===== src/rtl/core/wbs_pkg.sv =====
// Package for the word break segmenter: sizes, dictionary row and port types,
// and the sequencer state type. No dependencies.
package wbs_pkg;

   localparam int MAX_WORD_LEN = 16;
   localparam int DICT_WORDS = 64;

   localparam int IDX_W = (DICT_WORDS > 1) ? $clog2(DICT_WORDS) : 1;
   localparam int POS_W = (MAX_WORD_LEN > 1) ? $clog2(MAX_WORD_LEN) : 1;
   localparam int LEN_W = $clog2(MAX_WORD_LEN + 1);

   localparam logic ACT_WRITE = 1'b0;
   localparam logic ACT_TEXT = 1'b1;

   typedef logic [MAX_WORD_LEN-1:0][7:0] byte_row_type;

   typedef struct packed {
      logic             en;
      logic [IDX_W-1:0] addr;
      logic             lane_en;
      logic [POS_W-1:0] lane;
      logic [7:0]       ch;
      logic [LEN_W-1:0] len;
   } dict_wr_type;

   typedef enum logic [1:0] {
      ST_IDLE,
      ST_SCAN,
      ST_LAST,
      ST_RESP
   } state_type;

endpackage


===== src/rtl/core/wbs_match.sv =====
// Shared word compare unit: tests one dictionary row against the newest text
// bytes and the reachability bit before the word. Uses wbs_pkg.
module wbs_match (
   input  wbs_pkg::byte_row_type             row,
   input  logic [wbs_pkg::LEN_W-1:0]         len,
   input  wbs_pkg::byte_row_type             recent,
   input  logic [wbs_pkg::MAX_WORD_LEN:0]    reach,
   output logic                              match
);

   logic                      chars_eq;
   logic [wbs_pkg::LEN_W-1:0] sel;
   logic [wbs_pkg::LEN_W-1:0] ridx;

   always_comb begin
      chars_eq = 1'b1;
      sel = '0;
      for (int t = 0; t < wbs_pkg::MAX_WORD_LEN; t++) begin
         sel = wbs_pkg::LEN_W'(32'(len) - 32'd1 - 32'(t));
         if ((t < int'(len)) && (row[t] != recent[sel[wbs_pkg::POS_W-1:0]])) begin
            chars_eq = 1'b0;
         end
      end
      ridx = wbs_pkg::LEN_W'(32'(len) - 32'd1);
      match = (len != '0) && (32'(len) <= wbs_pkg::MAX_WORD_LEN) && reach[ridx] && chars_eq;
   end

endmodule


===== config.mk =====
export PLATFORM = sky130hd
export DESIGN_NAME = wbs_match
export DESIGN_NICKNAME = d
export VERILOG_FILES = /design/src/rtl/core/wbs_pkg.sv /design/src/rtl/core/wbs_match.sv
export SDC_FILE = /design/constraint.sdc
export NUM_CORES = 1
export LEC_CHECK = 0
export BUFFER_PORTS_ARGS = -buffer_cell sky130_fd_sc_hd__buf_2
export CAP_MARGIN = 40
export CORE_ASPECT_RATIO = 0.75
export CORE_MARGIN = 1.5
export CORE_UTILIZATION = 55
export DETAILED_ROUTE_END_ITERATION = 10
export PLACE_DENSITY = 0.95
export SYNTH_ARGS = -nofsm -noshare
export SYNTH_HDL_FRONTEND = slang
export SYNTH_SLANG_ARGS = --single-unit

===== constraint.sdc =====
create_clock -name vclk -period 10.65
set_input_delay 1.065 -clock vclk [all_inputs]
set_output_delay 1.065 -clock vclk [all_outputs]
set_load 0.01 [all_outputs]

==> results.md <==
- Remaining Overflow, GRT: 0
- CORE AREA: 16770 µm²
- Gpl congestion: 1.099
- Rows: 41
- Placed Area: 10820 µm²
- Syn_nets: 1179
- Drt wl/cell: 27.82 µm
- Layout cells sized above 1: 0.4471
- Storage cell area: 0 µm²
- Die Area: 17850 µm²
- Critical-path maximum fanout: 52
- Layout sequential cell count: 0
- LEAKAGE: 4.649 nW
- Average size of a mapped cell: 10.49 µm²
- # resized after CTS: 0
- Cell variety after synth: 55
- Drt first pass iters: 6
- Critical Path Max Stage Delay: 0.79 ns
- Largest net degree at the start of global routing: 111
- Final HPWL DP: 30.38 mm
- VDD IR-drop max: 0.04456 mV
- Final period util: 0.7632
- Post-CTS Setup Repair Bufs: 0
- DRC: 0
- Total GRT Usage: 0.4110
- Drt total wl: 37.05 mm
- Fmax: 123.0 MHz
- Chip width: 153.8 µm
- Area of the mapped netlist: 9376 µm²
- Vert. Die Dim: 116.1 µm
- RSZ-0062 raised after global routing: no
- CP Buf/Inv Count: 4
- Seq/Total Area, Yosys: 0
- Post-route ant nets: 0
- Critical path data required time: 9.59 ns
- Vias in the first global route: 9684
- Worst rel slew slack: 0.3737
- Post-Synthesis Cells: 894
- Starting density of the core: 0.5590
- Status: completed
- Worst slew pin tran: 0.9394 ns
- Global-route wire length before repair: 55.60 mm
- Endpoints failing setup: 0
- IO Pins: 279
- Clkbuf count: 0
- Startpoint type of the worst setup path: input port
- Commonest non-fill, non-tap cell in the layout: buf_2
- Final Hold Viols: 0
- Cell Chain, Critical Path: buf_4 > inv_2 > ha_4 > buf_4 > mux2i_1 > and3_1 > or4_1 > xnor2_1 > or3_1 > a211oi_2 > nand4_1 > a2111oi_2 > nand4_1 > a2111oi_1 > o2111a_1 > buf_2
- Most frequent cells in the layout: buf_2 (277), mux2i_1 (222), mux4_2 (136), xnor2_1 (96), xor2_1 (51)
- IO Port Bufs: 278
- Initial antenna violation count: 0
- Hold Path Class: input port to output pin
- CTS Hold Bufs: 0
- Slew Viols, Final: 0
- Post-route minimum period: 8.128 ns
- Vias: 9777
- Power after layout: 1.005 mW
- Max_cap viols: 0
- Family with the most delay on the worst path: simple AND/OR/NAND/NOR gates
- Setup tns final: 0 ns
- Area Overhead vs Synth: 15.40%
- Vias per cell: 7.340
- Critical Path End Type: output pin
- Design area: 10820 µm²
- Yosys warns: 0
- Worst EP arrival: 7.06 ns
- 1st-iter DRT viols: 1573
- WS Path Type: input port to output pin
- Pwr dens: 92.89 nW/µm²
- Worst path slowest cell: buf_4
- Final net count: 1403
power by group:
group          internal, mW     total, mW  switching [mW]
Combinational         0.472          1.01           0.533
Clock          0.0000000125  0.0000000126               0
Sequential                0             0               0
logic make-up (layout without fill, tap and decap cells):
logic type               after synthesis  in the layout  share of synthesized area
AO/OA/AOI/OAI                         83             83                    0.06392
buffers and inverters                 88            310                    0.05404
AND/OR/NAND/NOR                      147            147                    0.07966
multiplexers                         413            413                     0.6425
adder cells (fa/ha/maj)                7              7                   0.009340
XOR/XNOR                             156            156                     0.1505
other                                  0              1                          0
tightest hold or removal path: stages:
cell       delay, ns
buf_2           0.23
a2111oi_1       0.14
o2111a_1        0.18
buf_2           0.16
final cells by class:
cell class | count | area (µm²)
inverters | 13 | 48.80
diodes | 1 | 2.502
well taps | 215 | 269.0
multi-input cells | 806 | 8905
repair buffers | 297 | 1595
fillers | 1380 | 5954
stage by stage:
stage / std cells / util / setup WS, ns / hold WS (ns)
3_5_place_dp: 1331 / 0.6449 / 2.695 / 2.787
5_1_grt: 1331 / 0.6449 / 2.268 / 2.840
6_report: 1332 / 0.6450 / 2.522 / 2.837
4_1_cts: 1331 / 0.6449 / 2.655 / 2.795
3_3_place_gp: 1326 / 0.6399 / 2.898 / 2.781
2_1_floorplan: 894 / - / 2.762 / 2.532
synthesized netlist by cell type (2+ instances only):
| master | instances | area share |
|---|---|---|
| mux2i_1 | 222 | 0.24 |
| mux4_2 | 136 | 0.33 |
| xnor2_1 | 99 | 0.092 |
| xor2_1 | 51 | 0.048 |
| mux2_2 | 47 | 0.056 |
| buf_2 | 30 | 0.016 |
| nand2_1 | 29 | 0.012 |
| nor2_1 | 29 | 0.012 |
| nand3_1 | 24 | 0.013 |
| buf_4 | 19 | 0.015 |
| nand4_1 | 19 | 0.013 |
| a21oi_1 | 17 | 0.0091 |
| nor3_1 | 13 | 0.0069 |
| o21ai_0 | 13 | 0.0069 |
| inv_1 | 12 | 0.0048 |
| a22oi_1 | 11 | 0.0088 |
| clkbuf_1 | 11 | 0.0044 |
| buf_6 | 9 | 0.011 |
| mux4_1 | 8 | 0.022 |
| o221ai_1 | 8 | 0.0075 |
| ha_1 | 7 | 0.0093 |
| nor4_1 | 7 | 0.0047 |
| buf_1 | 6 | 0.0024 |
| nand2b_1 | 6 | 0.0040 |
| xnor2_2 | 6 | 0.010 |
| a22o_1 | 5 | 0.0047 |
| or3_1 | 5 | 0.0033 |
| a31oi_1 | 4 | 0.0027 |
| or4_1 | 4 | 0.0032 |
| and3_1 | 3 | 0.0020 |
| o31ai_1 | 3 | 0.0024 |
| o32ai_1 | 3 | 0.0028 |
| a41oi_1 | 2 | 0.0019 |
| nor2b_1 | 2 | 0.0013 |
| o2111ai_1 | 2 | 0.0019 |
| o22a_1 | 2 | 0.0019 |
| or2_2 | 2 | 0.0013 |
layer usage:
metal	track usage	up-vias	wire length, µm
li1	-	4057	-
met1	0.4920	4586	12230
met2	0.6649	957	16370
met3	0.1473	177	6243
met4	0.2032	0	2203
met5	0	-	0
worst paths after layout:
path	from	endpoint	slack, ns	cells after the start
worst min-delay path	len[4]	match	2.84	4
worst max-delay path	len[0]	match	2.52	16
(Power assumes the default switching activity.)
